<file path="config.mk">
export PLATFORM = sky130hd
export DESIGN_NAME = buddy_page_allocator
export DESIGN_NICKNAME = d
export VERILOG_FILES = /design/src/rtl/bpa_pkg.sv /design/src/rtl/bpa_cell.sv /design/src/rtl/bpa_stack.sv /design/src/rtl/buddy_page_allocator.sv
export VERILOG_INCLUDE_DIRS = /design/src /design/src/rtl
export SDC_FILE = /design/constraint.sdc
export NUM_CORES = 1
export LEC_CHECK = 0
export BUFFER_PORTS_ARGS = -buffer_cell sky130_fd_sc_hd__buf_2
export CORE_ASPECT_RATIO = 0.6
export CORE_MARGIN = 2
export CORE_UTILIZATION = 35
export DETAILED_ROUTE_END_ITERATION = 16
export PLACE_DENSITY = 0.59
export SLEW_MARGIN = 20
export SYNTH_ARGS = -nofsm -noshare
export SYNTH_HDL_FRONTEND = slang
export SYNTH_SLANG_ARGS = --single-unit
</file>
<file path="constraint.sdc">
create_clock -name clk_i -period 15.8 [get_ports clk_i]
set_clock_uncertainty 0.05 [all_clocks]
set_input_delay 0.79 -clock clk_i [delete_from_list [all_inputs] [get_ports clk_i]]
set_output_delay 0.79 -clock clk_i [all_outputs]
set_load 0.01 [all_outputs]
</file>
<file path="src/rtl/buddy_page_allocator_defines.svh">
// Assertion macros for the buddy allocator RTL.
`ifndef BUDDY_PAGE_ALLOCATOR_DEFINES_SVH
`define BUDDY_PAGE_ALLOCATOR_DEFINES_SVH
`ifndef ASSERT_OFF
// Antecedent implies consequent in the same cycle.
`define BPA_ASSERT_IMP(lbl, clk, rst_n, ante, cons, msg) \
  lbl: assert property (@(posedge clk) disable iff (!rst_n) (ante) |-> (cons)) else $error(msg);
// Antecedent implies consequent in the next cycle.
`define BPA_ASSERT_NXT(lbl, clk, rst_n, ante, cons, msg) \
  lbl: assert property (@(posedge clk) disable iff (!rst_n) (ante) |=> (cons)) else $error(msg);
`else
`define BPA_ASSERT_IMP(lbl, clk, rst_n, ante, cons, msg)
`define BPA_ASSERT_NXT(lbl, clk, rst_n, ante, cons, msg)
`endif
`endif

</file>
<file path="src/rtl/bpa_pkg.sv">
package bpa_pkg;

  // Default pool size, log2 of the page count
  localparam int unsigned POOL_ORDER_DEF = 4;

  // Fixed port field widths
  localparam int unsigned ORDER_W    = 3;
  localparam int unsigned PAGE_IDX_W = 4;
  localparam int unsigned STATUS_W   = 2;

  typedef enum logic [STATUS_W-1:0] {
    ST_OK    = 2'd0,
    ST_EMPTY = 2'd1,
    ST_RANGE = 2'd2,
    ST_FULL  = 2'd3
  } bpa_status_e;

  // Command to one free list for the current cycle
  typedef enum logic [1:0] {
    CMD_NONE,
    CMD_PUSH,
    CMD_POP,
    CMD_REMOVE
  } bpa_cmd_e;

  typedef enum logic [1:0] {
    S_IDLE,
    S_ALLOC,
    S_FREE,
    S_DONE
  } bpa_state_e;

  // Status of one free list toward the sequencer
  typedef struct packed {
    logic nonempty;
    logic full;
    logic hit;
  } bpa_sts_t;

endpackage

</file>
<file path="src/rtl/bpa_cell.sv">
module bpa_cell #(
  parameter int unsigned PW        = bpa_pkg::POOL_ORDER_DEF,
  parameter bit          RESET_VLD = 1'b0
) (
  input  logic              clk_i,
  input  logic              rst_ni,
  input  bpa_pkg::bpa_cmd_e cmd_i,
  input  logic [PW-1:0]     key_i,
  input  logic [PW-1:0]     prev_val_i,
  input  logic              prev_vld_i,
  input  logic [PW-1:0]     next_val_i,
  input  logic              next_vld_i,
  input  logic              hit_i,
  output logic              hit_o,
  output logic [PW-1:0]     val_o,
  output logic              vld_o
);
  import bpa_pkg::*;

  logic [PW-1:0] val_q, val_d;
  logic          vld_q, vld_d;

  // Extend the hit chain: this cell or one nearer the head holds the key
  assign hit_o = hit_i | (vld_q && (val_q == key_i));

  // Shift down on push, up on pop, up from the hit onward on remove
  always_comb begin
    val_d = val_q;
    vld_d = vld_q;
    unique case (cmd_i)
      CMD_PUSH: begin
        val_d = prev_val_i;
        vld_d = prev_vld_i;
      end
      CMD_POP: begin
        val_d = next_val_i;
        vld_d = next_vld_i;
      end
      CMD_REMOVE: begin
        if (hit_o) begin
          val_d = next_val_i;
          vld_d = next_vld_i;
        end
      end
      CMD_NONE: begin
      end
    endcase
  end

  always_ff @(posedge clk_i or negedge rst_ni) begin
    if (!rst_ni) begin
      val_q <= '0;
      vld_q <= RESET_VLD;
    end else begin
      val_q <= val_d;
      vld_q <= vld_d;
    end
  end

  assign val_o = val_q;
  assign vld_o = vld_q;

endmodule

</file>
<file path="src/rtl/bpa_stack.sv">
module bpa_stack #(
  parameter int unsigned DEPTH     = 1 << bpa_pkg::POOL_ORDER_DEF,
  parameter int unsigned PW        = bpa_pkg::POOL_ORDER_DEF,
  parameter bit          RESET_ONE = 1'b0
) (
  input  logic              clk_i,
  input  logic              rst_ni,
  input  bpa_pkg::bpa_cmd_e cmd_i,
  input  logic [PW-1:0]     key_i,
  input  logic [PW-1:0]     data_i,
  output logic [PW-1:0]     head_o,
  output bpa_pkg::bpa_sts_t sts_o
);
  import bpa_pkg::*;

  logic [PW-1:0] val [DEPTH];
  logic          vld [DEPTH];
  logic          hit [DEPTH+1];

  // Nothing above the head can match
  assign hit[0] = 1'b0;

  // Row of cells, head at index zero
  for (genvar j = 0; j < DEPTH; j++) begin : g_cell
    logic [PW-1:0] prev_val;
    logic          prev_vld;
    logic [PW-1:0] next_val;
    logic          next_vld;

    if (j == 0) begin : g_head
      assign prev_val = data_i;
      assign prev_vld = 1'b1;
    end else begin : g_prev
      assign prev_val = val[j-1];
      assign prev_vld = vld[j-1];
    end

    if (j == DEPTH - 1) begin : g_tail
      assign next_val = '0;
      assign next_vld = 1'b0;
    end else begin : g_next
      assign next_val = val[j+1];
      assign next_vld = vld[j+1];
    end

    bpa_cell #(
      .PW       (PW),
      .RESET_VLD(RESET_ONE && (j == 0))
    ) u_cell (
      .clk_i     (clk_i),
      .rst_ni    (rst_ni),
      .cmd_i     (cmd_i),
      .key_i     (key_i),
      .prev_val_i(prev_val),
      .prev_vld_i(prev_vld),
      .next_val_i(next_val),
      .next_vld_i(next_vld),
      .hit_i     (hit[j]),
      .hit_o     (hit[j+1]),
      .val_o     (val[j]),
      .vld_o     (vld[j])
    );
  end

  // Report list status
  assign head_o         = val[0];
  assign sts_o.nonempty = vld[0];
  assign sts_o.full     = vld[DEPTH-1];
  assign sts_o.hit      = hit[DEPTH];

endmodule

</file>
<file path="src/rtl/buddy_page_allocator.sv">
// Channel  Direction  Handshake                 Payload
// in       input      in_valid_i / in_stall_o   op_i, order_i, page_index_i
// out      output     out_valid_o / out_stall_i status_o, start_page_o
//
// One transaction at a time: an allocation makes one split push per cycle for
// each order between the found and requested ones; a free makes one buddy search
// and removal per cycle per merge; rejected orders and an empty pool skip both.
// A stalled output holds the finished result in the sequencer until the output
// register frees up; the next transaction is accepted the cycle after that.
// Reset puts the whole pool on the top-order list at page 0; no clearing pass.
`include "buddy_page_allocator_defines.svh"

module buddy_page_allocator #(
  parameter int unsigned POOL_ORDER = bpa_pkg::POOL_ORDER_DEF
) (
  input  logic                           clk_i,
  input  logic                           rst_ni,
  input  logic                           in_valid_i,
  output logic                           in_stall_o,
  input  logic                           op_i,
  input  logic [bpa_pkg::ORDER_W-1:0]    order_i,
  input  logic [bpa_pkg::PAGE_IDX_W-1:0] page_index_i,
  output logic                           out_valid_o,
  input  logic                           out_stall_i,
  output logic [bpa_pkg::STATUS_W-1:0]   status_o,
  output logic [bpa_pkg::PAGE_IDX_W-1:0] start_page_o
);
  import bpa_pkg::*;

  localparam int unsigned NUM_ORDERS = POOL_ORDER + 1;
  localparam int unsigned POOL_PAGES = 1 << POOL_ORDER;
  localparam int unsigned PW         = POOL_ORDER;
  localparam int unsigned LW         = $clog2(NUM_ORDERS);
  localparam int unsigned CW         = (LW > ORDER_W) ? LW : ORDER_W;

  bpa_state_e state_q, state_d;
  logic                  op_q, op_d;
  logic [LW-1:0]         lvl_q, lvl_d;
  logic [LW-1:0]         tgt_q, tgt_d;
  logic [PW-1:0]         addr_q, addr_d;
  bpa_status_e           status_q, status_d;
  logic                  out_valid_q, out_valid_d;
  bpa_status_e           out_status_q, out_status_d;
  logic [PAGE_IDX_W-1:0] out_start_q, out_start_d;

  bpa_cmd_e      stack_cmd [NUM_ORDERS];
  bpa_sts_t      sts       [NUM_ORDERS];
  logic [PW-1:0] head      [NUM_ORDERS];

  bpa_cmd_e      cmd_act;
  logic [LW-1:0] sel;
  logic [PW-1:0] key;
  logic [PW-1:0] push_data;

  logic          in_acc;
  logic          out_free;
  logic [CW-1:0] ord_ext;
  logic          ord_ok;
  logic [LW-1:0] ord_lvl;
  logic [PW-1:0] page_in;
  logic          found;
  logic [LW-1:0] find_lvl;
  logic          at_top;

  assign in_acc   = in_valid_i && (state_q == S_IDLE);
  assign out_free = !out_valid_q || !out_stall_i;
  assign ord_ext  = CW'(order_i);
  assign ord_ok   = ord_ext <= CW'(POOL_ORDER);
  assign ord_lvl  = LW'(order_i);
  assign page_in  = PW'(page_index_i);
  assign at_top   = lvl_q == LW'(POOL_ORDER);
  assign key      = addr_q ^ (PW'(1) << lvl_q);

  // Find the smallest nonempty order at or above the request
  always_comb begin
    found    = 1'b0;
    find_lvl = '0;
    for (int i = NUM_ORDERS - 1; i >= 0; i--) begin
      if (sts[i].nonempty && (CW'(i) >= ord_ext)) begin
        found    = 1'b1;
        find_lvl = LW'(i);
      end
    end
  end

  // Next state
  always_comb begin
    state_d = state_q;
    unique case (state_q)
      S_IDLE: begin
        if (in_valid_i) begin
          if (!ord_ok) begin
            state_d = S_DONE;
          end else if (op_i) begin
            state_d = S_FREE;
          end else if (!found || (find_lvl == ord_lvl)) begin
            state_d = S_DONE;
          end else begin
            state_d = S_ALLOC;
          end
        end
      end
      S_ALLOC: begin
        if ((lvl_q - LW'(1)) == tgt_q) begin
          state_d = S_DONE;
        end
      end
      S_FREE: begin
        if (at_top || !sts[lvl_q].hit) begin
          state_d = S_DONE;
        end
      end
      S_DONE: begin
        if (out_free) begin
          state_d = S_IDLE;
        end
      end
    endcase
  end

  // Drive the list command for this cycle
  always_comb begin
    cmd_act   = CMD_NONE;
    sel       = lvl_q;
    push_data = addr_q;
    unique case (state_q)
      S_IDLE: begin
        if (in_valid_i && ord_ok && !op_i && found) begin
          cmd_act = CMD_POP;
          sel     = find_lvl;
        end
      end
      S_ALLOC: begin
        sel       = lvl_q - LW'(1);
        push_data = addr_q + (PW'(1) << sel);
        if (!sts[sel].full) begin
          cmd_act = CMD_PUSH;
        end
      end
      S_FREE: begin
        if (!at_top && sts[lvl_q].hit) begin
          cmd_act = CMD_REMOVE;
        end else if (!sts[lvl_q].full) begin
          cmd_act = CMD_PUSH;
        end
      end
      S_DONE: begin
      end
    endcase
  end

  // Route the command to the selected list only
  for (genvar k = 0; k < NUM_ORDERS; k++) begin : g_route
    assign stack_cmd[k] = (sel == LW'(k)) ? cmd_act : CMD_NONE;
  end

  // Update the transaction registers and the output register
  always_comb begin
    op_d         = op_q;
    lvl_d        = lvl_q;
    tgt_d        = tgt_q;
    addr_d       = addr_q;
    status_d     = status_q;
    out_valid_d  = out_valid_q && out_stall_i;
    out_status_d = out_status_q;
    out_start_d  = out_start_q;
    unique case (state_q)
      S_IDLE: begin
        if (in_valid_i) begin
          op_d   = op_i;
          tgt_d  = ord_lvl;
          lvl_d  = op_i ? ord_lvl : find_lvl;
          addr_d = op_i ? page_in : head[find_lvl];
          if (!ord_ok) begin
            status_d = ST_RANGE;
          end else if (!op_i && !found) begin
            status_d = ST_EMPTY;
          end else begin
            status_d = ST_OK;
          end
        end
      end
      S_ALLOC: begin
        lvl_d = lvl_q - LW'(1);
        if (sts[lvl_d].full) begin
          status_d = ST_FULL;
        end
      end
      S_FREE: begin
        if (!at_top && sts[lvl_q].hit) begin
          lvl_d  = lvl_q + LW'(1);
          addr_d = addr_q & ~(PW'(1) << lvl_q);
        end else if (sts[lvl_q].full) begin
          status_d = ST_FULL;
        end
      end
      S_DONE: begin
        if (out_free) begin
          out_valid_d  = 1'b1;
          out_status_d = status_q;
          out_start_d  = ((status_q == ST_OK) && !op_q) ? PAGE_IDX_W'(addr_q) : '0;
        end
      end
    endcase
  end

  always_ff @(posedge clk_i or negedge rst_ni) begin
    if (!rst_ni) begin
      state_q     <= S_IDLE;
      out_valid_q <= 1'b0;
    end else begin
      state_q     <= state_d;
      out_valid_q <= out_valid_d;
    end
  end

  always_ff @(posedge clk_i) begin
    op_q         <= op_d;
    lvl_q        <= lvl_d;
    tgt_q        <= tgt_d;
    addr_q       <= addr_d;
    status_q     <= status_d;
    out_status_q <= out_status_d;
    out_start_q  <= out_start_d;
  end

  // One free list per order
  for (genvar k = 0; k < NUM_ORDERS; k++) begin : g_list
    bpa_stack #(
      .DEPTH    (POOL_PAGES),
      .PW       (PW),
      .RESET_ONE(k == POOL_ORDER)
    ) u_stack (
      .clk_i (clk_i),
      .rst_ni(rst_ni),
      .cmd_i (stack_cmd[k]),
      .key_i (key),
      .data_i(push_data),
      .head_o(head[k]),
      .sts_o (sts[k])
    );
  end

  assign in_stall_o   = state_q != S_IDLE;
  assign out_valid_o  = out_valid_q;
  assign status_o     = out_status_q;
  assign start_page_o = out_start_q;

  `BPA_ASSERT_IMP(a_push_room, clk_i, rst_ni, cmd_act == CMD_PUSH, !sts[sel].full, "list full")
  `BPA_ASSERT_IMP(a_pop_nonempty, clk_i, rst_ni, cmd_act == CMD_POP, sts[sel].nonempty, "pop empty")
  `BPA_ASSERT_IMP(a_remove_hit, clk_i, rst_ni, cmd_act == CMD_REMOVE, sts[sel].hit, "no match")
  `BPA_ASSERT_IMP(a_split_above, clk_i, rst_ni, state_q == S_ALLOC, lvl_q > tgt_q, "split too low")
  `BPA_ASSERT_NXT(a_accept_busy, clk_i, rst_ni, in_acc, state_q != S_IDLE, "still idle")

endmodule

</file>
==> metrics.txt <==
Core Area 71600 um^2; max-slew headroom at the worst pin 30.0%; Reg2Reg Depth 19; synth cell count leaders 402 x dfrtp_1, 370 x nor2_1, 287 x o21ai_0, 238 x xnor2_1, 235 x a31oi_1; setup bufs post-CTS 0; element type at the critical path end flop; initial antenna violation count 1; post_cts resized 0; Final HPWL DP 45200 um; Clock Sink Count 422; slowest CP cell buf_4; Rows 76; setup violators final 0; drt total wl 69800 um; Final Hold Viols 0; YS warnings 0; register area share after synthesis 42.2%; max incr delay on CP 0.84 ns; r2r startpoint lvl_q[0]; Port Buffers 19; io pins 20; Slew @ Worst Pin 1.05 ns; drt pass-1 iters 5; first-pass GRT wire length 115000 um; max-cap violation count 0; FFs w/ async S/R, synth 95.5%; Mapped Avg Cell Area 8.74 um^2; CTS tree built; Cell variety after synth 71; largest net degree at the start of global routing 227; top-count cell post-synth dfrtp_1; DRC marker count from the first detailed-route iteration 2099; Critical Path RT 16.16 ns; Tmin final 8.30 ns; Total Nets Final 2838; vias in the first global route 19381; layout cells sized above 1 4.88%; #FFs+latches synth 422; top post-synthesis cells by area dfrtp_1 40%, xnor2_1 8.3%, mux2i_1 6.0%, a31oi_1 5.8%, o21ai_0 5.7%; RSZ-0062 raised after global routing no; Fillers 7237; GR Overflow Total 0; Reg2Reg Setup Slack 7.50 ns; Initial Util 35.3%; Mapped Nets 2927; Fmax 120 MHz; Post-synth EDFFs 19; hold buffers post-CTS 0; vias after detailed routing 21040; status finished clean; Setup CP Type flop to flop; Layout area overhead 7.90%; routed vias/inst 5.53; Root Buffer clkbuf_16; Yosys top cell by area dfrtp_1; GP Congestion 0.848; count of antenna-violating nets left after detailed routing 0; Setup TNS Final 0 ns; sequence of cells on the critical path inv_1, ha_1, nand2_1, ha_4, buf_4, xnor2_1, nor4_1, nor3_1, nand4_1, o21ai_0, o41ai_1, o21ai_0, a21o_1, or2_2, ha_1, nor2_4, buf_4, mux2i_1, a21oi_1; Synth top area share 39.8%; Final Cycle Share 52.5%; WL/cell 18.4 um; Num CTS Buffers 42; hold crit path type input pin to async pin; DIE AREA 74400 um^2; H-tree depth 2; Syn Std Cell Area 25300 um^2; CP Data Arrival Time 8.66 ns; max-slew violations 0; worst-path fanout max 55; CTS max path bufs 3; Clk Latency, worst-skew pair 0.57 ns; DRC Markers 0; Tot GR Track Use 18.9%; Mapped Cells 2889; die height 212 um; Reg clk slew, reported paths 0.07 ns; Top FF cell, synth dfrtp_1; die width 351 um; worst reg2reg endpoint g_list[3].u_stack.g_cell[8].u_cell.val_o[0]; nature of the critical path startpoint flop
==> registers in the layout, summed over array words and instances (netlist names) <==
name,count
g_list.u_stack.g_cell.u_cell.val_o,320
g_list.u_stack.g_cell.u_cell.vld_o,80
addr_q,4
start_page_o,4
lvl_q,3
tgt_q,3
state_q,2
status_o,2
status_q,2
op_q,1
out_valid_o,1
==> critical path: cells and delay by family, from the launching register on <==
kind,cells,cell delay [ns]
muxes,1,0.30
xor gates and xnor gates,1,0.15
adders and majority gates,3,1.22
buffers and inverters,3,1.93
and+or+nand+nor,6,2.29
AOI/OAI and AO/OA,5,1.43
DFF,1,0.62
==> cells by family (layout without fill, tap and decap cells) <==
group                    Yosys count  after routing  share of synthesized area, %
AO/OA/AOI/OAI                    762            762                          17.2
flip-flops                       422            422                          42.2
AND/OR/NAND/NOR                  964            964                          17.0
XOR/XNOR                         327            327                          11.3
adder cells (fa/ha/maj)           26             26                          1.32
buffers and inverters            231            169                          4.70
other                              0              1                             0
multiplexers                     157            157                          6.35
==> layout make-up <==
class,count,area (um^2),share of cell area [%]
Timing Repair Buffer,40,288,1.06
Tap cell,975,1220,4.48
Antenna cell,1,2.50,0.00918
Clock inverter,6,58.8,0.216
Sequential cell,422,10700,39.1
Inverter,58,218,0.799
Clock buffer,65,1300,4.77
Multi-Input combinational cell,2236,13500,49.6
==> stage by stage <==
stage          area [um^2]  hold WS, ns  std cells  util [%]  setup slack [ns]
5_1_grt              27300        0.237       3802      38.1              6.86
2_1_floorplan        25300        0.378       2889         -             10.28
3_3_place_gp         25900        0.396       3731      36.2              7.76
4_1_cts              27300        0.197       3802      38.1              7.53
3_5_place_dp         25900        0.394       3731      36.2              7.56
6_report             27300        0.153       3803      38.1              7.50
==> layer usage <==
layer / GRT usage (%) / share of wire (%)
met1: 33.2 / 56
met2: 23.2 / 37
met3: 2.81 / 6.1
met4: 2.78 / 1.0
met5: 0 / 0
==> worst max-delay path by stage <==
stage	start	to	slack, ns
2_1_floorplan	lvl_q[0]	g_list[3].u_stack.g_cell[10].u_cell.val_o[0]	10.28
3_3_place_gp	lvl_q[0]	g_list[3].u_stack.g_cell[7].u_cell.val_o[3]	7.76
3_5_place_dp	lvl_q[0]	g_list[3].u_stack.g_cell[8].u_cell.val_o[0]	7.56
4_1_cts	lvl_q[0]	g_list[3].u_stack.g_cell[8].u_cell.val_o[0]	7.53
5_1_grt	lvl_q[0]	g_list[2].u_stack.g_cell[9].u_cell.val_o[0]	6.86
6_report	lvl_q[0]	g_list[3].u_stack.g_cell[8].u_cell.val_o[0]	7.50
==> layout by cell type (no fill, tap or decap), drive strengths merged, types with 89 or more instances in the layout <==
cell and n:
a31oi 237, dfrtp 402, xor2 89, o21ai 296, nand2 203, mux2i 151, nand3 225, a21oi 161
xnor2 238, nor2 371
Power is left out: the tool's default activity adds up to more than one toggle a clock period on the data nets, which glitch-free logic cannot reach.
